[src/hw/rtl/ual_pkg.sv]
// ual_pkg: field widths, action codes and status codes of the unique array list
// used by unique_array_list; no dependencies

package ual_pkg;

    localparam int ACTION_W = 3;
    localparam int KEY_BITS = 32;
    localparam int COUNT_W  = 8;
    localparam int STATUS_W = 3;
    localparam int OUT_W    = 48;
    localparam int OUT_PAD  = OUT_W - KEY_BITS - 1 - COUNT_W - STATUS_W;

    localparam logic [ACTION_W-1:0] ACT_INSERT = 3'd0;
    localparam logic [ACTION_W-1:0] ACT_DELETE = 3'd1;
    localparam logic [ACTION_W-1:0] ACT_NEXT   = 3'd2;
    localparam logic [ACTION_W-1:0] ACT_CLEAR  = 3'd3;
    localparam logic [ACTION_W-1:0] ACT_REWIND = 3'd4;

    localparam logic [STATUS_W-1:0] ST_OK       = 3'd0;
    localparam logic [STATUS_W-1:0] ST_DUP      = 3'd1;
    localparam logic [STATUS_W-1:0] ST_NOTFOUND = 3'd2;
    localparam logic [STATUS_W-1:0] ST_FULL     = 3'd3;
    localparam logic [STATUS_W-1:0] ST_EMPTY    = 3'd4;

endpackage

[src/hw/rtl/unique_array_list.sv]
// unique_array_list: packed list of distinct keys with count and read position
// depends on ual_pkg and ual_ram
//
// usage
// - s_* carries one request: s_tuser is the action (insert, delete, next, clear,
//   rewind), s_tdata the key; a request is taken when s_tvalid and s_tready are high
// - m_* returns exactly one result per request: key, found flag, count, status
// - one request is worked on at a time; s_tready is high while the block is idle,
//   also while the previous result still waits in the output register
// - insert and delete search the key ram with one read per cycle
// - a delete that hits then shifts the later entries down, one per cycle
// - next does one ram read
// - the ram read port is registered
// - reset empties the list and rewinds the read position; the ram is not cleared,
//   entries at or above the count are never read
// - if m_tready is low the result holds on m_tdata and the block waits in its
//   final step until the output register frees up

module unique_array_list
    import ual_pkg::*;
#(
    parameter int CAPACITY  = 128,
    parameter int KEY_WIDTH = 32
) (
    input  logic                clk,
    input  logic                rst_n,
    input  logic                s_tvalid,
    output logic                s_tready,
    input  logic [KEY_BITS-1:0] s_tdata,   // key
    input  logic [ACTION_W-1:0] s_tuser,   // action
    output logic                m_tvalid,
    input  logic                m_tready,
    output logic [OUT_W-1:0]    m_tdata    // key_out, found, count_out, status, zero pad
);

    localparam int SW = (KEY_WIDTH < KEY_BITS) ? KEY_WIDTH : KEY_BITS;
    localparam int CW = $clog2(CAPACITY + 1);
    localparam int PW = $clog2(CAPACITY);

    typedef enum logic [2:0] {
        S_IDLE,
        S_SEARCH,
        S_SHIFT,
        S_NEXT,
        S_DONE
    } state_t;

    state_t              state_reg, state_next;
    logic [ACTION_W-1:0] act_reg, act_next;
    logic [SW-1:0]       key_reg, key_next;
    logic [CW-1:0]       count_reg, count_next;
    logic [PW-1:0]       pos_reg, pos_next;
    logic [CW-1:0]       rd_idx_reg, rd_idx_next;
    logic [CW-1:0]       cmp_idx_reg, cmp_idx_next;
    logic                cmp_valid_reg, cmp_valid_next;
    logic [KEY_BITS-1:0] res_key_reg, res_key_next;
    logic                res_found_reg, res_found_next;
    logic [STATUS_W-1:0] res_status_reg, res_status_next;
    logic                m_valid_reg, m_valid_next;
    logic [KEY_BITS-1:0] out_key_reg, out_key_next;
    logic                out_found_reg, out_found_next;
    logic [COUNT_W-1:0]  out_count_reg, out_count_next;
    logic [STATUS_W-1:0] out_status_reg, out_status_next;

    logic                wr_en;
    logic [PW-1:0]       wr_addr;
    logic [SW-1:0]       wr_data;
    logic                rd_en;
    logic [PW-1:0]       rd_addr;
    logic [SW-1:0]       rd_data;

    logic                accept;
    logic                out_free;
    logic [CW-1:0]       pos_ext;
    logic [CW-1:0]       pos_start;
    logic [CW-1:0]       pos_inc;
    logic [CW-1:0]       shift_dst;
    logic [CW+COUNT_W-1:0] count_wide;

    ual_ram #(
        .WIDTH (SW),
        .DEPTH (CAPACITY)
    ) u_ram (
        .clk     (clk),
        .wr_en   (wr_en),
        .wr_addr (wr_addr),
        .wr_data (wr_data),
        .rd_en   (rd_en),
        .rd_addr (rd_addr),
        .rd_data (rd_data)
    );

    assign s_tready   = (state_reg == S_IDLE);
    assign accept     = s_tvalid && s_tready;
    assign out_free   = !m_valid_reg || m_tready;
    assign m_tvalid   = m_valid_reg;
    assign m_tdata    = {{OUT_PAD{1'b0}}, out_status_reg, out_count_reg,
                         out_found_reg, out_key_reg};

    assign pos_ext    = CW'(pos_reg);
    assign pos_start  = (pos_ext >= count_reg) ? '0 : pos_ext;
    assign pos_inc    = pos_start + CW'(1);
    assign shift_dst  = cmp_idx_reg - CW'(1);
    assign count_wide = {{COUNT_W{1'b0}}, count_reg};

    always_comb
    begin
        state_next      = state_reg;
        act_next        = act_reg;
        key_next        = key_reg;
        count_next      = count_reg;
        pos_next        = pos_reg;
        rd_idx_next     = rd_idx_reg;
        cmp_idx_next    = cmp_idx_reg;
        cmp_valid_next  = 1'b0;
        res_key_next    = res_key_reg;
        res_found_next  = res_found_reg;
        res_status_next = res_status_reg;
        m_valid_next    = m_valid_reg && !m_tready;
        out_key_next    = out_key_reg;
        out_found_next  = out_found_reg;
        out_count_next  = out_count_reg;
        out_status_next = out_status_reg;
        wr_en           = 1'b0;
        wr_addr         = count_reg[PW-1:0];
        wr_data         = key_reg;
        rd_en           = 1'b0;
        rd_addr         = rd_idx_reg[PW-1:0];

        unique case (state_reg)
            S_IDLE:
            begin
                if (accept)
                begin
                    act_next        = s_tuser;
                    key_next        = s_tdata[SW-1:0];
                    res_key_next    = '0;
                    res_found_next  = 1'b0;
                    res_status_next = ST_OK;
                    rd_idx_next     = '0;
                    state_next      = S_DONE;
                    unique case (s_tuser)
                        ACT_INSERT, ACT_DELETE:
                        begin
                            state_next = S_SEARCH;
                        end
                        ACT_NEXT:
                        begin
                            if (count_reg == '0)
                            begin
                                pos_next        = '0;
                                res_status_next = ST_EMPTY;
                            end
                            else
                            begin
                                rd_en      = 1'b1;
                                rd_addr    = pos_start[PW-1:0];
                                pos_next   = (pos_inc >= count_reg) ? '0 : pos_inc[PW-1:0];
                                state_next = S_NEXT;
                            end
                        end
                        ACT_CLEAR:
                        begin
                            count_next = '0;
                        end
                        ACT_REWIND:
                        begin
                            pos_next = '0;
                        end
                        default:
                        begin
                        end
                    endcase
                end
            end

            S_NEXT:
            begin
                res_key_next = KEY_BITS'(rd_data);
                state_next   = S_DONE;
            end

            S_SEARCH:
            begin
                if (cmp_valid_reg && (rd_data == key_reg))
                begin
                    res_key_next   = KEY_BITS'(rd_data);
                    res_found_next = 1'b1;
                    if (act_reg == ACT_INSERT)
                    begin
                        res_status_next = ST_DUP;
                        state_next      = S_DONE;
                    end
                    else
                    begin
                        rd_idx_next = cmp_idx_reg + CW'(1);
                        state_next  = S_SHIFT;
                    end
                end
                else if (rd_idx_reg < count_reg)
                begin
                    rd_en          = 1'b1;
                    rd_addr        = rd_idx_reg[PW-1:0];
                    cmp_idx_next   = rd_idx_reg;
                    cmp_valid_next = 1'b1;
                    rd_idx_next    = rd_idx_reg + CW'(1);
                end
                else if (!cmp_valid_reg)
                begin
                    state_next = S_DONE;
                    if (act_reg == ACT_INSERT)
                    begin
                        if (count_reg >= CW'(CAPACITY))
                        begin
                            res_status_next = ST_FULL;
                        end
                        else
                        begin
                            wr_en        = 1'b1;
                            wr_addr      = count_reg[PW-1:0];
                            wr_data      = key_reg;
                            count_next   = count_reg + CW'(1);
                            res_key_next = KEY_BITS'(key_reg);
                        end
                    end
                    else
                    begin
                        res_status_next = ST_NOTFOUND;
                    end
                end
            end

            S_SHIFT:
            begin
                if (cmp_valid_reg)
                begin
                    wr_en   = 1'b1;
                    wr_addr = shift_dst[PW-1:0];
                    wr_data = rd_data;
                end
                if (rd_idx_reg < count_reg)
                begin
                    rd_en          = 1'b1;
                    rd_addr        = rd_idx_reg[PW-1:0];
                    cmp_idx_next   = rd_idx_reg;
                    cmp_valid_next = 1'b1;
                    rd_idx_next    = rd_idx_reg + CW'(1);
                end
                else if (!cmp_valid_reg)
                begin
                    count_next = count_reg - CW'(1);
                    state_next = S_DONE;
                end
            end

            S_DONE:
            begin
                if (out_free)
                begin
                    m_valid_next    = 1'b1;
                    out_key_next    = res_key_reg;
                    out_found_next  = res_found_reg;
                    out_count_next  = count_wide[COUNT_W-1:0];
                    out_status_next = res_status_reg;
                    state_next      = S_IDLE;
                end
            end

            default:
            begin
                state_next = S_IDLE;
            end
        endcase
    end

    always_ff @(posedge clk or negedge rst_n)
    begin
        if (!rst_n)
        begin
            state_reg     <= S_IDLE;
            count_reg     <= '0;
            pos_reg       <= '0;
            cmp_valid_reg <= 1'b0;
            m_valid_reg   <= 1'b0;
        end
        else
        begin
            state_reg     <= state_next;
            count_reg     <= count_next;
            pos_reg       <= pos_next;
            cmp_valid_reg <= cmp_valid_next;
            m_valid_reg   <= m_valid_next;
        end
    end

    always_ff @(posedge clk)
    begin
        act_reg        <= act_next;
        key_reg        <= key_next;
        rd_idx_reg     <= rd_idx_next;
        cmp_idx_reg    <= cmp_idx_next;
        res_key_reg    <= res_key_next;
        res_found_reg  <= res_found_next;
        res_status_reg <= res_status_next;
        out_key_reg    <= out_key_next;
        out_found_reg  <= out_found_next;
        out_count_reg  <= out_count_next;
        out_status_reg <= out_status_next;
    end

endmodule

[src/hw/rtl/ual_ram.sv]
// ual_ram: generic simple dual-port ram, one write port, one registered read port
// no dependencies

module ual_ram #(
    parameter int WIDTH = 32,
    parameter int DEPTH = 128
) (
    input  logic                     clk,
    input  logic                     wr_en,
    input  logic [$clog2(DEPTH)-1:0] wr_addr,
    input  logic [WIDTH-1:0]         wr_data,
    input  logic                     rd_en,
    input  logic [$clog2(DEPTH)-1:0] rd_addr,
    output logic [WIDTH-1:0]         rd_data
);

    logic [WIDTH-1:0] mem [DEPTH];

    always_ff @(posedge clk)
    begin
        if (wr_en)
        begin
            mem[wr_addr] <= wr_data;
        end
        if (rd_en)
        begin
            rd_data <= mem[rd_addr];
        end
    end

endmodule
[config.mk]
export PLATFORM = sky130hd
export DESIGN_NAME = unique_array_list
export DESIGN_NICKNAME = d
export VERILOG_FILES = /design/src/hw/rtl/ual_pkg.sv /design/src/hw/rtl/unique_array_list.sv /design/src/hw/rtl/ual_ram.sv
export SDC_FILE = /design/constraint.sdc
export NUM_CORES = 2
export LEC_CHECK = 0
export ABC_CLOCK_PERIOD_IN_PS = 6900
export BUFFER_PORTS_ARGS = -buffer_cell sky130_fd_sc_hd__buf_2
export CORE_AREA = 2 2 537 805
export DETAILED_ROUTE_END_ITERATION = 10
export DIE_AREA = 0 0 539 807
export PLACE_DENSITY = 0.6
export SLEW_MARGIN = 5
export SYNTH_ARGS = -nofsm -noshare
export SYNTH_HDL_FRONTEND = slang
export SYNTH_SLANG_ARGS = --single-unit
[constraint.sdc]
create_clock -name clk -period 6.9 [get_ports clk]
set_input_delay 0.69 -clock clk [delete_from_list [all_inputs] [get_ports clk]]
set_output_delay 0.69 -clock clk [all_outputs]
set_load 0.05 [all_outputs]
==> results.md <==
- Status: finished with violations
- Failing checks: max-capacitance violations
- Post-CTS Resized: 0
- Area growth syn-to-layout: 14.01%
- Period utilization: a little over nine tenths
- Share of total power in combinational logic: 31.0%
- XOR/XNOR share of the synthesized area: less than 1%
- Worst hold-check path type: primary input to flop
- Remaining antenna violation count after routing: 0
- Final Hold Viols: 0
- I/O pins: 89
- Placed instance area: 182,200 um2
- Critical Path Sink Type: flop
- Synth cell types: 91
- Leak Pwr: 65.00 nW
- EDFF count, synth: about 4,300
- Fillers: 37,140
- Setup TNS: 0 ps
- DR DRC count: 0
- Synth Flop Type: edfxtp_1
- Multiplexer share of the synthesized area: ~3.0%
- TritonCTS buffer count: around 380
- CTS tree: built
- Net load switching power: 27.03 mW
- Slew @ Worst Pin: 1475 ps
- Fin cells: ~18,000
- Worst r2r src: state_reg[0]$_DFFE_PN0P_
- Postcts setup bufs: 0
- Total track usage: between 20 and 30%
- Clock sinks: 4,279
- Final wirelength: 621.4 mm
- Starting Density: 39.91%
- GP Congestion: around 0.94
- Cells after Synth: approximately 12,000
- DP Cell Count: 17,440
- Core ar.: 427,400 um2
- Biggest register: u_ram.mem
- Clock root buffer: clkbuf_16
- IO buf count: 84
- Bufs on Longest Clock Path: 4
- Sw frac: a little over a third
- Synth Area in Compound Gates: under 10%
- Synth Area in Adders: 0.2464%
- First-pass GRT wire length: 847.3 mm
- Crit path launch: state_reg[0]$_DFFE_PN0P_
- Die area: 435,000 um2
- RSZ-0062 raised after global routing: no
- DRT iter0 DRCs: 18,190
- Combinational family with the most area after synthesis: simple AND/OR/NAND/NOR gates
- Max-cap violations: 2
- WP data required: around 7700 ps
- Synth Register Bits: 4,279
- Die width: 539 um
- Largest net degree at the start of global routing: 129
- Number of global-route vias before repair: 105,700
- Seq pwr share: between 40% and 50%
- Worst setup SP type: flop
- Syn Area/Cell: about 14 um2
- Largest register FFs: 4,096
- Max-slew violations: 0
- Final Skew: 96.05 ps
- Internal power: 47.76 mW
- Crit path kind: flop to flop
- Final hold slack: 79.12 ps
- DRT Pass-1 Iters: 8
- Final Instance Area: 194,500 um2
- Die H: 807 um
- HPWL after DPL: around 370 mm
- Clock Pin Slew Worst Setup and Hold Paths: 70 ps
- Register area share after synthesis: between 70% and 80%
- Area of the mapped netlist: 170,600 um2
- CP arrival: 7380 ps
- CP max FO: 30
- DR vias/cell: between 6 and 7
- Final setup fails: 0
- Min-delay src: m_tready
- Max-slew headroom: 0.09715%
- Skew-Pair Late Insertion Delay: 1000 ps
- Minimum clock period: 6638 ps
- Max frequency: 0.1507 GHz
- Layout cells sized above 1: 12.28%
- CTS HTree Levels: 5
- Antenna violations before repair: 59
- Final Util: 45.50%
- Pwr Density: 384.6 nW/um2
- Nets@finish: between 10,000 and 15,000
- Post-Synth Simple-Gate Area: 10.42%
- Async S/R FF share, synth: 0.4674%
- Wire per inst: 34.15 um
- Clock power frac: 28.2%
- DR vias: 112,000
- GR Overflow Total: 0
- Ys Warns: 0
- Peak VDD IR: 0.0003027 V
- Site row count: between 200 and 300
[logic make-up after synthesis]
group | count (synthesis)
AO/OA/AOI/OAI | 2031
buffers and inverters | 850
adder cells (fa/ha/maj) | 33
AND/OR/NAND/NOR | 4129
flip-flops | 4279
other | 1
multiplexers | 506
XOR/XNOR | 60
[critical path: stages, from the launching register on]
cell and delay, ps:
dfrtp_1 500, or4b_1 710, a211o_1 530, a211o_4 570
nand2_8 490, buf_12 320, buf_12 250, buf_4 390
a211oi_1 160, a211oi_1 330, o211ai_1 180, nand3_1 460
nand4_1 990, nor3_1 450
[synth_stat cells (192+ instances only)]
master	n	share of area (%)
nand3_1	802	2.4
clkbuf_1	275	0.61
nand2_1	2580	5.7
a211oi_1	255	1.1
nor2_1	236	0.52
edfxtp_1	4259	75
a221oi_1	192	0.99
mux2i_1	504	3.0
a21oi_1	478	1.4
buf_2	342	1.0
o21ai_0	235	0.69
and3_1	210	0.77
[per-layer routing]
layer  wire, um  part of all wire [%]  vias up  track usage (%)
li1           -                     -    46170                -
met1     208400                    34    56770            32.61
met2     290300                    47     7346            45.25
met3      67120                    11     1661            5.234
met4      55500                   8.9       24            21.02
met5        144                 0.023        -                0
[cells in the final DEF (no fill, tap or decap), types with 83 or more instances in the layout]
| master | n |
|---|---|
| nand3_1 | 794 |
| a31oi_1 | 181 |
| buf_2 | 84 |
| edfxtp_1 | 4259 |
| a211oi_1 | 255 |
| clkbuf_16 | 387 |
| clkbuf_1 | 83 |
| a32oi_1 | 109 |
| nand2_1 | 2545 |
| a221oi_1 | 192 |
| a21oi_1 | 469 |
| nor2_4 | 134 |
| buf_12 | 120 |
| buf_4 | 542 |
| nor2_1 | 99 |
| and3_1 | 210 |
| mux2i_1 | 503 |
| o21ai_0 | 230 |
[power groups by stage]
| stage | registers, mW | clock network [mW] | logic (mW) |
|---|---|---|---|
| after floorplan | 31.4 | 0 | 11.4 |
| after global placement | 31.0 | 0 | 22.3 |
| after detailed placement | 31.0 | 0 | 22.5 |
| after CTS | 30.5 | 21.1 | 22.6 |
| after global routing | 30.5 | 22.0 | 23.8 |
| final | 30.5 | 21.1 | 23.2 |
[path summary, 6_finish.rpt]
path	end	slack, ps	cells after the start
setup reg to reg	u_ram.rd_data[2]$_DFFE_PP_	260	13
setup / recovery	u_ram.rd_data[2]$_DFFE_PP_	260	13
hold reg to reg	out_status_reg[1]$_DFFE_PP_	410	0
hold / removal	m_tvalid$_DFF_PN0_	80	3
min in group asynchronous	count_reg[6]$_DFFE_PN0P_	240	2
max in group asynchronous	count_reg[0]$_DFFE_PN0P_	6310	2
[layout make-up]
| cell class | count | area [um2] | share of cell area, % |
|---|---|---|---|
| inverters | 28 | 105.1 | 0.05404 |
| clock inverters | 213 | 1869 | 0.9611 |
| well taps | 5624 | 7037 | 3.618 |
| flip-flops and latches | 4279 | 128400 | 66.01 |
| repair buffers | 786 | 7300 | 3.753 |
| diodes | 32 | 80.08 | 0.04117 |
| multi-input cells | 6763 | 39720 | 20.42 |
| clock buffers | 470 | 9996 | 5.139 |
[metrics by stage]
stage / setup slack [ps] / power, mW
floorplan: 1332 / 42.74
global placement: 342.5 / 53.38
detailed placement: 273.5 / 53.56
CTS: 482.1 / 74.23
global route: 307.7 / 76.31
finish: 262.1 / 74.79
[what timing repair did]
item / in CTS / in global routing
hold buffers: 37 / 0
hold endpoints to repair: 56 / 0
endpoints found under the setup margin: 0 / 0
Note: power is estimated with default switching activity, not from simulation.
